File: config.mk
export PLATFORM = sky130hd
export DESIGN_NAME = oldest_ready_issue_queue
export DESIGN_NICKNAME = d
export VERILOG_FILES = /design/src/design/oriq_pkg.sv /design/src/design/oldest_ready_issue_queue.sv /design/src/design/oriq_cell.sv /design/src/design/oriq_pick_buf.sv
export SDC_FILE = /design/constraint.sdc
export NUM_CORES = 1
export LEC_CHECK = 0
export ABC_AREA = 1
export BUFFER_PORTS_ARGS = -buffer_cell sky130_fd_sc_hd__clkbuf_2
export CORE_MARGIN = 2
export CORE_UTILIZATION = 59
export CTS_CLUSTER_SIZE = 40
export DETAILED_ROUTE_END_ITERATION = 10
export PLACE_DENSITY = 0.77
export SLEW_MARGIN = 10
export SYNTH_ARGS = -nofsm -noshare
export SYNTH_HDL_FRONTEND = slang
export SYNTH_SLANG_ARGS = --single-unit
export TNS_END_PERCENT = 100
File: constraint.sdc
create_clock -name clk_i -period 11.2 [get_ports clk_i]
set_input_delay 2.24 -clock clk_i [delete_from_list [all_inputs] [get_ports clk_i]]
set_output_delay 2.24 -clock clk_i [all_outputs]
set_load 0.02 [all_outputs]
File: src/design/oriq_pkg.sv
package oriq_pkg;

  // Fixed field widths of the request and result beats and the APB port.
  localparam int unsigned DW_BITS    = 4;
  localparam int unsigned ISSUE_BITS = 4;
  localparam int unsigned APB_AW     = 3;
  localparam int unsigned APB_DW     = 32;

  localparam logic REQ_INSERT = 1'b0;
  localparam logic REQ_ISSUE  = 1'b1;

  // Register index taken from the word address.
  localparam logic REG_DISPATCH_WIDTH = 1'b0;

  localparam logic [DW_BITS-1:0] DISPATCH_WIDTH_RESET = 4'd1;

  typedef enum logic [1:0] {
    ST_IDLE,
    ST_ROTATE,
    ST_EMIT
  } state_e;

  typedef struct packed {
    logic shift;
    logic load;
  } cell_ctrl_t;

  typedef struct packed {
    logic push;
    logic pop;
  } buf_ctrl_t;

endpackage

File: src/design/oldest_ready_issue_queue.sv
// Channel  Direction  Handshake                        Payload
// in       input      in_valid_i / in_ready_o          req_type, payload, src ready, issue_count
// out      output     out_valid_o / out_ready_i        accepted, issued_*, room, last
// cfg      input      APB psel/penable/pwrite, pready  dispatch_width at word 0
//
// An insert yields one beat. An issue request has the cell chain rotate the
// queue once through its occupied entries, then emits its result beats, at
// least one.
// The queue is kept compact and in age order, cell zero holding the oldest entry.
// Reset empties the queue and sets dispatch_width to one; no clearing pass.
// A stalled output holds its beat; no new request is taken until it drains.
module oldest_ready_issue_queue #(
  parameter int unsigned ENTRIES      = 16,
  parameter int unsigned MAX_ISSUE    = 8,
  parameter int unsigned PAYLOAD_BITS = 32
) (
  input  logic                                clk_i,
  input  logic                                rst_ni,

  input  logic                                in_valid_i,
  output logic                                in_ready_o,
  input  logic                                req_type_i,
  input  logic [PAYLOAD_BITS-1:0]             payload_i,
  input  logic                                src1_ready_i,
  input  logic                                src2_ready_i,
  input  logic [oriq_pkg::ISSUE_BITS-1:0]     issue_count_i,

  output logic                                out_valid_o,
  input  logic                                out_ready_i,
  output logic                                accepted_o,
  output logic                                issued_valid_o,
  output logic [PAYLOAD_BITS-1:0]             issued_payload_o,
  output logic [oriq_pkg::ISSUE_BITS-1:0]     issued_total_o,
  output logic                                room_for_bundle_o,
  output logic                                last_o,

  input  logic                                psel,
  input  logic                                penable,
  input  logic                                pwrite,
  input  logic [oriq_pkg::APB_AW-1:0]         paddr,
  input  logic [oriq_pkg::APB_DW-1:0]         pwdata,
  output logic [oriq_pkg::APB_DW-1:0]         prdata,
  output logic                                pready
);
  import oriq_pkg::*;

  localparam int unsigned CNT_W = $clog2(ENTRIES + 1);
  localparam int unsigned CMP_W = (CNT_W > DW_BITS) ? CNT_W : DW_BITS;
  localparam logic [CNT_W-1:0] ENTRIES_C = CNT_W'(ENTRIES);
  localparam logic [ISSUE_BITS:0] MAX_ISSUE_C = (ISSUE_BITS + 1)'(MAX_ISSUE);

  // Configuration register.
  logic [DW_BITS-1:0] dw_q;
  logic               cfg_wr;

  assign pready = 1'b1;
  assign cfg_wr = psel && penable && pwrite && (paddr[2] == REG_DISPATCH_WIDTH);
  assign prdata = (paddr[2] == REG_DISPATCH_WIDTH) ? APB_DW'(dw_q) : '0;

  always_ff @(posedge clk_i or negedge rst_ni) begin
    if (!rst_ni) begin
      dw_q <= DISPATCH_WIDTH_RESET;
    end else if (cfg_wr) begin
      dw_q <= pwdata[DW_BITS-1:0];
    end
  end

  function automatic logic room_of(logic [CNT_W-1:0] len, logic [DW_BITS-1:0] dw);
    logic [CNT_W-1:0] free_cnt;
    free_cnt = ENTRIES_C - len;
    return CMP_W'(free_cnt) >= CMP_W'(dw);
  endfunction

  // Control state.
  state_e                state_q, state_d;
  logic [CNT_W-1:0]      len_q, len_d;
  logic [CNT_W-1:0]      steps_q, steps_d;
  logic [ISSUE_BITS-1:0] want_q, want_d;
  logic [ISSUE_BITS-1:0] n_q, n_d;
  logic [ISSUE_BITS-1:0] emit_q, emit_d;

  // Output register.
  logic                    out_valid_q, out_valid_d;
  logic                    acc_q, acc_d;
  logic                    iv_q, iv_d;
  logic [PAYLOAD_BITS-1:0] ipl_q, ipl_d;
  logic [ISSUE_BITS-1:0]   tot_q, tot_d;
  logic                    room_q, room_d;
  logic                    last_q, last_d;

  // Cell chain.
  logic [PAYLOAD_BITS-1:0] cell_payload [ENTRIES];
  logic                    cell_rdy     [ENTRIES];
  cell_ctrl_t              cell_ctrl    [ENTRIES];

  buf_ctrl_t               buf_ctrl;
  logic [PAYLOAD_BITS-1:0] buf_head;

  logic out_free, in_fire, ins_do, rot_step, rot_pick, rot_keep, emit_last;

  assign out_free = !out_valid_q || out_ready_i;
  assign in_ready_o = (state_q == ST_IDLE) && out_free;
  assign in_fire = in_valid_i && in_ready_o;
  assign ins_do = in_fire && (req_type_i == REQ_INSERT) && (len_q != ENTRIES_C);

  assign rot_step = (state_q == ST_ROTATE) && (steps_q != '0);
  assign rot_pick = rot_step && cell_rdy[0] && (n_q < want_q);
  assign rot_keep = rot_step && !rot_pick;
  assign emit_last = (n_q == '0) || (emit_q == n_q - 1'b1);

  for (genvar i = 0; i < ENTRIES; i++) begin : g_cell
    logic [PAYLOAD_BITS-1:0] up_payload;
    logic                    up_rdy;
    logic                    ld_rot;

    if (i < ENTRIES - 1) begin : g_up
      assign up_payload = cell_payload[(i + 1) % ENTRIES];
      assign up_rdy     = cell_rdy[(i + 1) % ENTRIES];
    end else begin : g_top
      assign up_payload = '0;
      assign up_rdy     = 1'b0;
    end

    assign ld_rot = rot_keep && (len_q - 1'b1 == CNT_W'(i));
    assign cell_ctrl[i].shift = rot_step;
    assign cell_ctrl[i].load  = ld_rot || (ins_do && len_q == CNT_W'(i));

    oriq_cell #(
      .PAYLOAD_BITS(PAYLOAD_BITS)
    ) u_cell (
      .clk_i        (clk_i),
      .ctrl_i       (cell_ctrl[i]),
      .ld_payload_i (rot_step ? cell_payload[0] : payload_i),
      .ld_rdy_i     (rot_step ? cell_rdy[0] : (src1_ready_i && src2_ready_i)),
      .up_payload_i (up_payload),
      .up_rdy_i     (up_rdy),
      .payload_o    (cell_payload[i]),
      .rdy_o        (cell_rdy[i])
    );
  end

  assign buf_ctrl.push = rot_pick;
  assign buf_ctrl.pop  = (state_q == ST_EMIT) && out_free && (n_q != '0);

  oriq_pick_buf #(
    .MAX_ISSUE    (MAX_ISSUE),
    .PAYLOAD_BITS (PAYLOAD_BITS)
  ) u_pick_buf (
    .clk_i     (clk_i),
    .ctrl_i    (buf_ctrl),
    .wr_idx_i  (n_q),
    .wr_data_i (cell_payload[0]),
    .head_o    (buf_head)
  );

  always_comb begin
    state_d     = state_q;
    len_d       = len_q;
    steps_d     = steps_q;
    want_d      = want_q;
    n_d         = n_q;
    emit_d      = emit_q;
    out_valid_d = out_valid_q && !out_ready_i;
    acc_d       = acc_q;
    iv_d        = iv_q;
    ipl_d       = ipl_q;
    tot_d       = tot_q;
    room_d      = room_q;
    last_d      = last_q;

    case (state_q)
      ST_IDLE: begin
        if (in_fire) begin
          if (req_type_i == REQ_INSERT) begin
            if (ins_do) begin
              len_d = len_q + 1'b1;
            end
            out_valid_d = 1'b1;
            acc_d       = ins_do;
            iv_d        = 1'b0;
            ipl_d       = '0;
            tot_d       = '0;
            room_d      = room_of(ins_do ? len_q + 1'b1 : len_q, dw_q);
            last_d      = 1'b1;
          end else begin
            if ({1'b0, issue_count_i} > MAX_ISSUE_C) begin
              want_d = ISSUE_BITS'(MAX_ISSUE);
            end else begin
              want_d = issue_count_i;
            end
            steps_d = len_q;
            n_d     = '0;
            state_d = ST_ROTATE;
          end
        end
      end
      ST_ROTATE: begin
        if (steps_q == '0) begin
          emit_d  = '0;
          state_d = ST_EMIT;
        end else begin
          steps_d = steps_q - 1'b1;
          if (rot_pick) begin
            n_d   = n_q + 1'b1;
            len_d = len_q - 1'b1;
          end
        end
      end
      ST_EMIT: begin
        if (out_free) begin
          out_valid_d = 1'b1;
          acc_d       = 1'b0;
          iv_d        = (n_q != '0);
          ipl_d       = (n_q != '0) ? buf_head : '0;
          tot_d       = n_q;
          room_d      = room_of(len_q, dw_q);
          last_d      = emit_last;
          emit_d      = emit_q + 1'b1;
          if (emit_last) begin
            state_d = ST_IDLE;
          end
        end
      end
      default: begin
        state_d = ST_IDLE;
      end
    endcase
  end

  always_ff @(posedge clk_i or negedge rst_ni) begin
    if (!rst_ni) begin
      state_q     <= ST_IDLE;
      len_q       <= '0;
      steps_q     <= '0;
      want_q      <= '0;
      n_q         <= '0;
      emit_q      <= '0;
      out_valid_q <= 1'b0;
    end else begin
      state_q     <= state_d;
      len_q       <= len_d;
      steps_q     <= steps_d;
      want_q      <= want_d;
      n_q         <= n_d;
      emit_q      <= emit_d;
      out_valid_q <= out_valid_d;
    end
  end

  always_ff @(posedge clk_i) begin
    acc_q  <= acc_d;
    iv_q   <= iv_d;
    ipl_q  <= ipl_d;
    tot_q  <= tot_d;
    room_q <= room_d;
    last_q <= last_d;
  end

  assign out_valid_o       = out_valid_q;
  assign accepted_o        = acc_q;
  assign issued_valid_o    = iv_q;
  assign issued_payload_o  = ipl_q;
  assign issued_total_o    = tot_q;
  assign room_for_bundle_o = room_q;
  assign last_o            = last_q;

endmodule

File: src/design/oriq_cell.sv
module oriq_cell #(
  parameter int unsigned PAYLOAD_BITS = 32
) (
  input  logic                    clk_i,
  input  oriq_pkg::cell_ctrl_t    ctrl_i,
  input  logic [PAYLOAD_BITS-1:0] ld_payload_i,
  input  logic                    ld_rdy_i,
  input  logic [PAYLOAD_BITS-1:0] up_payload_i,
  input  logic                    up_rdy_i,
  output logic [PAYLOAD_BITS-1:0] payload_o,
  output logic                    rdy_o
);
  import oriq_pkg::*;

  logic [PAYLOAD_BITS-1:0] payload_q, payload_d;
  logic                    rdy_q, rdy_d;

  // A load wins over the shift: during a rotation the kept head entry lands
  // in the top occupied cell while the rest move down.
  always_comb begin
    payload_d = payload_q;
    rdy_d     = rdy_q;
    if (ctrl_i.load) begin
      payload_d = ld_payload_i;
      rdy_d     = ld_rdy_i;
    end else if (ctrl_i.shift) begin
      payload_d = up_payload_i;
      rdy_d     = up_rdy_i;
    end
  end

  always_ff @(posedge clk_i) begin
    payload_q <= payload_d;
    rdy_q     <= rdy_d;
  end

  assign payload_o = payload_q;
  assign rdy_o     = rdy_q;

endmodule

File: src/design/oriq_pick_buf.sv
module oriq_pick_buf #(
  parameter int unsigned MAX_ISSUE    = 8,
  parameter int unsigned PAYLOAD_BITS = 32
) (
  input  logic                              clk_i,
  input  oriq_pkg::buf_ctrl_t               ctrl_i,
  input  logic [oriq_pkg::ISSUE_BITS-1:0]   wr_idx_i,
  input  logic [PAYLOAD_BITS-1:0]           wr_data_i,
  output logic [PAYLOAD_BITS-1:0]           head_o
);
  import oriq_pkg::*;

  logic [PAYLOAD_BITS-1:0] slot_q [MAX_ISSUE];

  // Picks are written in order at the pick count and drained from slot zero.
  always_ff @(posedge clk_i) begin
    for (int j = 0; j < MAX_ISSUE; j++) begin
      if (ctrl_i.push && wr_idx_i == ISSUE_BITS'(j)) begin
        slot_q[j] <= wr_data_i;
      end else if (ctrl_i.pop) begin
        if (j < MAX_ISSUE - 1) begin
          slot_q[j] <= slot_q[(j + 1) % MAX_ISSUE];
        end
      end
    end
  end

  assign head_o = slot_q[0];

endmodule

==> Yosys cells after proc, flatten, opt, wreduce, memory -nomap -nowiden <==
Memories as Yosys holds them, arrays and structs flattened.
Index checks and enable logic that the tools add are counted.
{ "totals": {"reg_bits": 597, "ram_bits": 256, "inputBits": 81, "out_inout_bits": 75, "elab_cells": 389, "mem_count": 1} }
{ "op_classes": {"n_addsub": 8, "magnitude_cmp": 4, "n_eq_ne": 49, "mux": 162, "bitwise_logic": 9, "reduce_logical": 110} }
{ "memory_table": {"columns": ["memory", "words", "word_bits", "rd", "rd_ports_with_merged_regs", "write_ports", "line", "rtl"], "rows": [
  ["u_pick_buf.slot_q", 8, 32, 8, 0, 7, "oriq_pick_buf.sv:13", "logic [PAYLOAD_BITS-1:0] slot_q [MAX_ISSUE];"]
]} }
{ "op_table": {"columns": ["op", "count"], "rows": [
  ["$mux 32", 45],
  ["$eq 5x4->1 const B", 16],
  ["$mux 1", 80],
  ["$pmux 32 s2", 1],
  ["$logic_and 1x1->1", 55],
  ["$mux 4", 11],
  ["$eq 5x3->1 const B", 8],
  ["$mux 5", 8],
  ["$reduce_bool 2->1", 19],
  ["$reduce_or 32->1", 1],
  ["$pmux 4 s2", 3],
  ["$eq 5x2->1 const B", 4],
  ["$pmux 5 s2", 2],
  ["$logic_or 1x1->1", 18],
  ["$eq 4x3->1 const B", 4],
  ["$logic_not 5->1", 3],
  ["$reduce_and 5->1", 3],
  ["$ne 2x2->1 const B", 7],
  ["$eq 5x1->1 const B", 2],
  ["$ge 5x4->1", 2],
  ["$mux 2", 5],
  ["$pmux 1 s2", 5],
  ["$sub 5x1->5 const B", 2],
  ["$sub 5x5->5 const A", 2],
  ["other kinds (23)", 36]
]} }

==> Depth between registers and ports, before layout <==
Gate-level depths: netlist of the first run.
{ "logic_depth": {"ltp_word": 12, "ltp_mapped": 20, "depth_no_buf": 19} }

==> Modules after synthesis <==
From an unflattened synthesis of the first run, not the netlist that was laid out.
{ "hier_totals": {"cells_unflattened": 3935, "hier_area_um2": 39590.5} }
{ "by_module_without_submodules": {"columns": ["mod", "instances", "cells_per_inst", "area_per_inst_um2", "seq_area_each_um2"], "rows": [
  ["oriq_cell", 16, 141, 1476.4, 991.0],
  ["oriq_pick_buf", 1, 1062, 11302.1, 7687.4],
  ["oldest_ready_issue_queue", 1, 617, 4665.7, 1928.1]
]} }

==> Worst setup path before layout of the first run <==
Ideal clock, no wire load.
{ "synth_path": {"path_kind": "input to register", "startpoint": "in out_ready_i", "endpoint": "reg acc_q, in the netlist accepted_o, enable pin", "setup_ns": 0.451, "arrival_time_ns": 4.671, "required_ns": 10.749, "path_slack_ns": 6.078, "cell_stages": 6, "cell_sequence": "inv_1 nand2_1 nand3_1 nor2_1 inv_1 a21oi_1"} }
{ "synth_via": {"elab_chain_cells": 5, "word_cells_on_any_way": 6, "cone_classes": "eq/ne (2); reduce/logical (4)"} }
{ "synth_lines": {"columns": ["item", "line", "rtl"], "rows": [
  ["start, declared", "oldest_ready_issue_queue.sv:29", "input logic out_ready_i,"],
  ["$logic_or 1x1->1 (*)", "oldest_ready_issue_queue.sv:101", "assign out_free = !out_valid_q || out_ready_i;"],
  ["$logic_and 1x1->1", "oldest_ready_issue_queue.sv:102", "assign in_ready_o = (state_q == ST_IDLE) && out_free;"],
  ["$logic_and 1x1->1", "oldest_ready_issue_queue.sv:103", "assign in_fire = in_valid_i && in_ready_o;"],
  ["$ne 2x2->1 (no line)", null, null],
  ["$reduce_and 4->1 (no line) (*)", null, null],
  ["end signal, assigned", "oldest_ready_issue_queue.sv:251", "acc_q <= acc_d;"],
  ["end, declared", "oldest_ready_issue_queue.sv:84", "logic acc_q, acc_d;"]
]} }
Mark *: on every way between the ends. The rest lies on a longest branch, timed or not.
A chain may end at the register's enable or synchronous reset.

==> Final worst setup path of the first run <==
{ "layout_path": {"startpoint": "in out_ready_i", "endpoint": "out in_ready_o"} }
{ "layout_via": {"elab_chain_cells": 2} }
{ "layout_lines": {"columns": ["item", "line", "rtl"], "rows": [
  ["$logic_or 1x1->1", "oldest_ready_issue_queue.sv:101", null],
  ["$logic_and 1x1->1", "oldest_ready_issue_queue.sv:102", null],
  ["end, declared", "oldest_ready_issue_queue.sv:21", "output logic in_ready_o,"]
]} }
No other way between the ends.

==> metrics.md, run 1 <==
| Metric | Value |
|---|---|
| Number of instances in the synthesized netlist | `3669` |
| Syn_area_per_cell | `10.5 µm²` |
| Root buffer cell | `sky130_fd_sc_hd__clkbuf_16` |
| Post-placement setup slack | `5.63 ns` |
| GRT Util Overall | `0.268` |
| Aggregate routed wire length | `89800 µm` |
| Synth cell types | `48` |
| Share of the core filled with cells | `0.649` |
| Max Fanout on Critical Path | `5` |
| Largest net degree at the start of global routing | `122` |
| Worst-skew pair later-pin latency | `0.65 ns` |
| TritonCTS clock tree | `built` |
| Number of buffers added on ports | `96` |
| Multi-input gate area in the final layout | `0.0112 mm²` |
| Layout cell share with drive strength beyond 1 | `0.0995` |
| Area taken by flip-flops and latches | `0.0255 mm²` |
| Number of nets in the final layout | `3759` |
| Status | `complete, no violations` |
| Critical path endpoint category | `output pin` |
| Hold Buf Count CTS | `0` |
| Iteration-0 DRC count of the detailed router | `3547` |
| Share of synthesized flip-flops with an asynchronous set or reset | `0.0340` |
| Count of cells resized by post-cts repair | `0` |
| FP Rows | `93` |
| Antenna violations before repair | `0` |
| Number of synthesized register bits | `853` |
| Unrepaired setup endpoints after global routing | `no` |
| Ratio of total power to cell area | `307 mW/mm²` |
| Detailed placer's ending HPWL | `55400 µm` |
| Peak supply drop | `167 µV` |
| H-tree levels | `3` |
| Category of the worst setup path launch point | `input port` |
| Initial core utilization | `0.596` |
| Transition time of the tightest slew-check pin | `1.40 ns` |
| Die outline height | `259 µm` |
| Cell depth of the worst min-delay path | `0` |
| Number of vias after detailed routing | `26500` |
| Fill cells | `4775` |
| Number of global-route vias before repair | `24600` |
| Area added between synthesis and finish | `8.81%` |
| Post-route standard cell area excluding fillers | `0.0418 mm²` |
| Final critical-path share of the clock period | `0.456` |
| Number of antenna diodes | `0` |
| Wire length per cell after detailed routing | `19.6 µm` |
| Via count normalized by instance count | `5.80` |
| Post-Synthesis Cell Area | `0.0384 mm²` |
| Count of endpoints failing setup in the final report | `0` |
| Final count of pins violating max slew | `0` |
| Die extent in x | `259 µm` |
| Max-cap violation count | `0` |
| Global-route congestion overflow total | `0` |
| Wire length of the first global-routing pass | `139000 µm` |
| Final Hold Vio Count | `0` |
| Worst Path Class, Setup | `in -> out` |
| Static Leak | `17.1 nW` |
| Path type of the worst min-delay path | `reg -> reg` |
| DRC Markers | `0` |
| Worst-case clock skew | `0.0195 ns` |
| Final antenna-violating net count | `0` |
| Clock net sink count | `853` |
| Area after DPL | `0.0391 mm²` |
| Worst Path Arrival | `2.87 ns` |
| Primary FF master, synth | `sky130_fd_sc_hd__edfxtp_1` |
| Number of buffers added by the clock tree synthesis step | `86` |
| Postcts setup bufs | `0` |
| RePlAce Congestion | `0.874` |
| Placeable core area | `0.0645 mm²` |
| Ports | `156` |
| Yosys warning total | `0` |
| Achievable frequency | `0.196 GHz` |
| Data required time of the worst path | `8.96 ns` |
| Minimum period implied by the final worst setup slack | `5.11 ns` |
| Max-Slew Margin vs Limit | `0.0653` |
| Number of cell instances on the worst register-to-register path | `13` |
| Clock slew at reported path FFs | `0.06 ns` |
| Sequential-to-total area share from yosys stat | `0.663` |
| Worst Slack Setup Final | `6.09 ns` |
| Number of flops mapped to enable cells by yosys | `824` |
| Worst-case clock buffer depth | `3` |
| Total iterations of the first detailed-routing run | `7` |
| Sum Neg Setup Slack | `0 ns` |
| Area of the die | `0.0672 mm²` |
cell usage after synthesis, drive strengths merged, types with 4 or more instances:
cell type / instances / share of area
o31ai: 7 / 0.0015
xor2: 7 / 0.0018
buf: 162 / 0.028
nor2: 116 / 0.013
nor3: 7 / 0.0016
ha: 27 / 0.0088
or2: 32 / 0.0052
dfrtp: 28 / 0.018
nand4: 4 / 0.00065
edfxtp: 824 / 0.64
nand2: 1344 / 0.13
o21ai: 62 / 0.0081
xnor2: 5 / 0.0013
inv: 137 / 0.013
a21oi: 12 / 0.0016
nand3: 767 / 0.10
clkbuf: 110 / 0.011
final timing paths:
path	startpoint	to	slack, ns
setup / recovery	out_ready_i	in_ready_o	6.09
hold / removal	g_cell[0].u_cell.payload_o[7]$_DFFE_PP_	u_pick_buf.slot_q[1][103]$_DFFE_PP_	0.48
setup reg to reg	steps_q[0]$_DFFE_PN0P_	g_cell[9].u_cell.payload_o[22]$_DFFE_PP_	6.86
hold reg to reg	g_cell[0].u_cell.payload_o[7]$_DFFE_PP_	u_pick_buf.slot_q[1][103]$_DFFE_PP_	0.48
max in group asynchronous	rst_ni	len_q[2]$_DFFE_PN0P_	9.03
min in group asynchronous	rst_ni	n_q[1]$_DFFE_PN0P_	1.66
layout by cell type (no fill, tap or decap), drive strengths merged:
cell,Yosys,layout
inv,137,140
xor2,7,7
o211ai,2,2
nand3,767,767
nand2,1344,1344
nand3b,2,2
buf,162,43
nor3,7,7
edfxtp,824,824
o21a,1,1
a21oi,12,12
o21ai,62,62
conb,2,29
ha,27,27
dfstp,1,1
xnor2,5,5
o32ai,1,1
clkinv,1,36
nand4,4,4
or2,32,32
a211oi,2,2
dfrtp,28,28
nor2,116,116
clkinvlp,0,1
and3b,1,1
o31ai,7,7
a21o,1,1
a21boi,1,1
o21bai,1,1
a31oi,2,2
clkbuf,110,205
bufinv,0,8
state kept, by name, indices dropped and copies added, names as in the netlist, 2 cells and up:
signal,count
u_pick_buf.slot_q,256
steps_q,5
issued_payload_o,32
state_q,2
want_q,4
len_q,5
n_q,4
g_cell.u_cell.rdy_o,16
dw_q,4
issued_total_o,4
emit_q,4
g_cell.u_cell.payload_o,512
metrics by stage:
step / std cells / hold WS (ns) / power [mW]
6_report: 4574 / 0.477 / 12.8
5_1_grt: 4574 / 0.480 / 13.5
4_1_cts: 4574 / 0.477 / 12.8
3_5_place_dp: 4418 / 0.458 / 9.93
3_3_place_gp: 4418 / 0.450 / 9.80
2_1_floorplan: 3696 / 0.445 / 8.64
layout make-up:
class	count	area share
Timing Repair Buffer	139	0.0192
Inverter	138	0.0126
Clock buffer	109	0.0545
Clock inverter	47	0.0118
Sequential cell	853	0.609
Multi-Input combinational cell	2433	0.268
Tap cell	855	0.0256
worst max-delay path: stages:
cell and delay (ns):
sky130_fd_sc_hd__clkbuf_2 0.08, sky130_fd_sc_hd__inv_1 0.03, sky130_fd_sc_hd__nand2_1 0.15, sky130_fd_sc_hd__nand2_1 0.12, sky130_fd_sc_hd__inv_1 0.08, sky130_fd_sc_hd__clkbuf_2 0.16
report_power, final:
part	internal [mW]	leakage (nW)	switching, mW
sequential	5.52	8.04	0.476
combinational	0.970	7.66	3.03
clock	1.63	1.36	1.21
total	8.12	17.1	4.72
cells by family (layout without fill, tap and decap cells):
kind of cell | Yosys count | after routing | synth area share
buffers and inverters | 410 | 433 | 0.0521
AOI/OAI and AO/OA | 92 | 92 | 0.0132
xor gates and xnor gates | 12 | 12 | 0.00312
and+or+nand+nor | 2273 | 2273 | 0.260
other | 2 | 29 | 0.000195
DFF | 853 | 853 | 0.663
adders and majority gates | 27 | 27 | 0.00879
per-layer routing:
metal | track usage | wire, µm | vias up
li1 | - | - | 12400
met2 | 0.409 | 41200 | 1436
met4 | 0.106 | 3490 | 0
met5 | 0 | 0 | -
met1 | 0.383 | 35800 | 12500
met3 | 0.0506 | 9250 | 188
Power figures use the tool's default switching activity.
==> run 2, diff against run 1 <==
Settings changed: CORE_UTILIZATION 59 to 56, PLACE_DENSITY 0.77 to 0.76.
Clock period 11.2 ns to 4.2 ns, I/O delays scaled along.
==> run 2 against run 1 <==
Clock-buffer cell count shrank 5. Via count shrank 0.38%. Register-to-register slack lost 6.4 ns. Hold slack lost 0.20 ns. Power grew to 2.7 times the previous value. Sequential cell count is the same. Combinational power grew to 2.7 times the previous value. Setup slack lost 5.6 ns. Largest cell class unchanged. Largest power group unchanged.
==> metrics.md, run 2 (same netlist as run 1, synthesis figures left out) <==
| Metric | Value |
|---|---|
| Status | `complete, no violations` |
| Layout cell share with drive strength beyond 1 | `0.104 (+0.00410)` |
| Largest net degree at the start of global routing | `227 (+86%)` |
| Wire length per cell after detailed routing | `19.3 µm (-1.7%)` |
| Slowest stage cell, crit path | `sky130_fd_sc_hd__nor3_2` |
| Antenna violations before repair | `0 (unchanged)` |
| Total iterations of the first detailed-routing run | `6 (-1)` |
| Worst Path Class, Setup | `reg -> reg` |
| Number of nets in the final layout | `3778 (+0.51%)` |
| Critical path endpoint category | `flip-flop` |
| RePlAce Congestion | `0.881 (+0.74%)` |
| Global-route congestion overflow total | `0 (unchanged)` |
| Clock slew at reported path FFs | `0.06 ns (about the same)` |
| Via count normalized by instance count | `5.72 (-1.3%)` |
| Final Hold Vio Count | `0 (unchanged)` |
| GRT Util Overall | `0.252 (-0.0153)` |
| Achievable frequency | `0.268 GHz` |
| Share of the core filled with cells | `0.616 (-0.0333)` |
| Worst Path Arrival | `4.24 ns (+1.37 ns)` |
| Number of global-route vias before repair | `24400 (-0.69%)` |
| Max-Slew Margin vs Limit | `0.299 (+0.233)` |
| Placeable core area | `0.0682 mm² (+5.8%)` |
| Postcts setup bufs | `0 (unchanged)` |
| Count of endpoints failing setup in the final report | `0 (unchanged)` |
| Aggregate routed wire length | `89200 µm (-0.72%)` |
| Transition time of the tightest slew-check pin | `1.05 ns (-0.351 ns)` |
| Area taken by flip-flops and latches | `0.0255 mm² (unchanged)` |
| Number of antenna diodes | `0 (unchanged)` |
| Number of flip-flops under the largest register name | `512 (unchanged)` |
| Clock net sink count | `853 (unchanged)` |
| Number of non-filler instances in the completed layout | `4618 (+0.96%)` |
| Worst-case clock skew | `0.0280 ns (+0.00850 ns)` |
| Data required time of the worst path | `4.71 ns (-4.25 ns)` |
| Iteration-0 DRC count of the detailed router | `3301 (-6.9%)` |
| Fill cells | `5241 (+9.8%)` |
| Ratio of total power to cell area | `815 mW/mm² (+170%)` |
| Minimum period implied by the final worst setup slack | `3.73 ns` |
| Unrepaired setup endpoints after global routing | `no` |
| Category of the worst setup path launch point | `flip-flop` |
| Crit-path cells | `inv_1, ha_1, inv_1, nor3_1, ha_1, inv_1, nand3_1, nor3_2, nand2_1, buf_4, nand2_2, buf_4, nand2_1, nand2_1` |
| Die extent in x | `266 µm (+2.6%)` |
| Root buffer cell | `sky130_fd_sc_hd__clkbuf_16` |
| Multi-input gate area in the final layout | `0.0112 mm² (unchanged)` |
| Worst-skew pair later-pin latency | `0.66 ns (about the same)` |
| WHS | `0.272 ns (-0.205 ns)` |
| Number of vias after detailed routing | `26400 (-0.38%)` |
| H-tree levels | `3 (unchanged)` |
| Leading cell types in the layout, fill and taps excluded | `1324 x sky130_fd_sc_hd__nand2_1, 824 x sky130_fd_sc_hd__edfxtp_1, 751 x sky130_fd_sc_hd__nand3_1` |
| Peak supply drop | `856 µV (+410%)` |
| TritonCTS clock tree | `built` |
| Count of cells resized by post-cts repair | `0 (unchanged)` |
| Detailed placer's ending HPWL | `56100 µm (+1.2%)` |
| Hold Buf Count CTS | `0 (unchanged)` |
| Cell count after placement | `4465 (+1.1%)` |
| Ports | `156 (unchanged)` |
| DRC Markers | `0 (unchanged)` |
| Area added between synthesis and finish | `9.26%` |
| Static Leak | `17.1 nW (+0.38%)` |
| Slowest Stage Delay on Critical Path | `0.65 ns (+0.49 ns)` |
| Number of buffers added by the clock tree synthesis step | `85 (-1.2%)` |
| Post-layout total power | `34.2 mW (+170%)` |
| Max-cap violation count | `0 (unchanged)` |
| Initial core utilization | `0.564 (-0.0329)` |
| Wire length of the first global-routing pass | `138000 µm (-0.67%)` |
| Worst-case clock buffer depth | `3 (unchanged)` |
| Final count of pins violating max slew | `0 (unchanged)` |
| Commonest non-fill, non-tap cell in the layout | `sky130_fd_sc_hd__nand2_1` |
| Die outline height | `266 µm (+2.6%)` |
| Path type of the worst min-delay path | `in -> async` |
| Max Fanout on Critical Path | `33 (+28)` |
| Final antenna-violating net count | `0 (unchanged)` |
| Final critical-path share of the clock period | `0.889` |
| Number of cell instances on the worst register-to-register path | `14 (+1)` |
| Number of buffers added on ports | `96 (unchanged)` |
| Area of the die | `0.0708 mm² (+5.3%)` |
| FP Rows | `96 (+3.2%)` |
==> run 2: cell count changes in the layout (fill, tap and decap cells not counted), sizes merged <==
cell / change
clkbuf: -5
buf: +20
clkinvlp: +1
bufinv: -2
clkinv: +4
inv: -1
==> run 2: stage by stage <==
step / setup slack [ns] / TNS [ns] / cell area (µm²)
after floorplan: -0.119 / -22.84 / 38500
after global placement: 0.586 / 0 / 39300
after detailed placement: 0.496 / 0 / 39300
after CTS: 0.487 / 0 / 42000
after global routing: 0.225 / 0 / 42000
final: 0.465 / 0 / 42000
==> run 2: worst paths after layout <==
path	slack, ns	endpoint	startpoint
max in group asynchronous	3.42	len_q[0]$_DFFE_PN0P_	rst_ni
min in group clk_i	0.41	want_q[1]$_DFFE_PN0P_	issue_count_i[1]
worst max-delay path	0.47	g_cell[13].u_cell.payload_o[6]$_DFFE_PP_	len_q[1]$_DFFE_PN0P_
worst min register to register	0.47	u_pick_buf.slot_q[1][102]$_DFFE_PP_	g_cell[0].u_cell.payload_o[6]$_DFFE_PP_
worst min-delay path	0.27	want_q[1]$_DFFE_PN0P_	rst_ni
worst max register to register	0.47	g_cell[13].u_cell.payload_o[6]$_DFFE_PP_	len_q[1]$_DFFE_PN0P_
==> run 2: per-layer routing <==
metal  GRT usage  vias to the layer above  routed length (µm)
met5           0                        -                   0
li1            -                    12400                   -
met1       0.364                    12400               36100
met3      0.0512                      205                9370
met2       0.378                     1411               40300
met4       0.101                        0                3450
==> run 2: final cells by class <==
type | instances | share of cell area
Inverter | 138 | 0.0125
Clock inverter | 49 | 0.0111
Tap cell | 882 | 0.0263
Multi-Input combinational cell | 2433 | 0.266
Timing Repair Buffer | 159 | 0.0245
Sequential cell | 853 | 0.606
Clock buffer | 104 | 0.0528
==> run 2: critical path, delay by kind of cell (launching register included) <==
kind	cells	cell delay, ns
adders and majority gates	2	0.44
and+or+nand+nor	7	1.62
buffers and inverters	5	1.01
DFF	1	0.51
==> run 2: report_power, final <==
group          leakage, nW  switching, mW  internal [mW]
Sequential            8.04           1.35           14.7
Clock                 1.31           3.24           4.16
Combinational         7.77           8.06           2.72
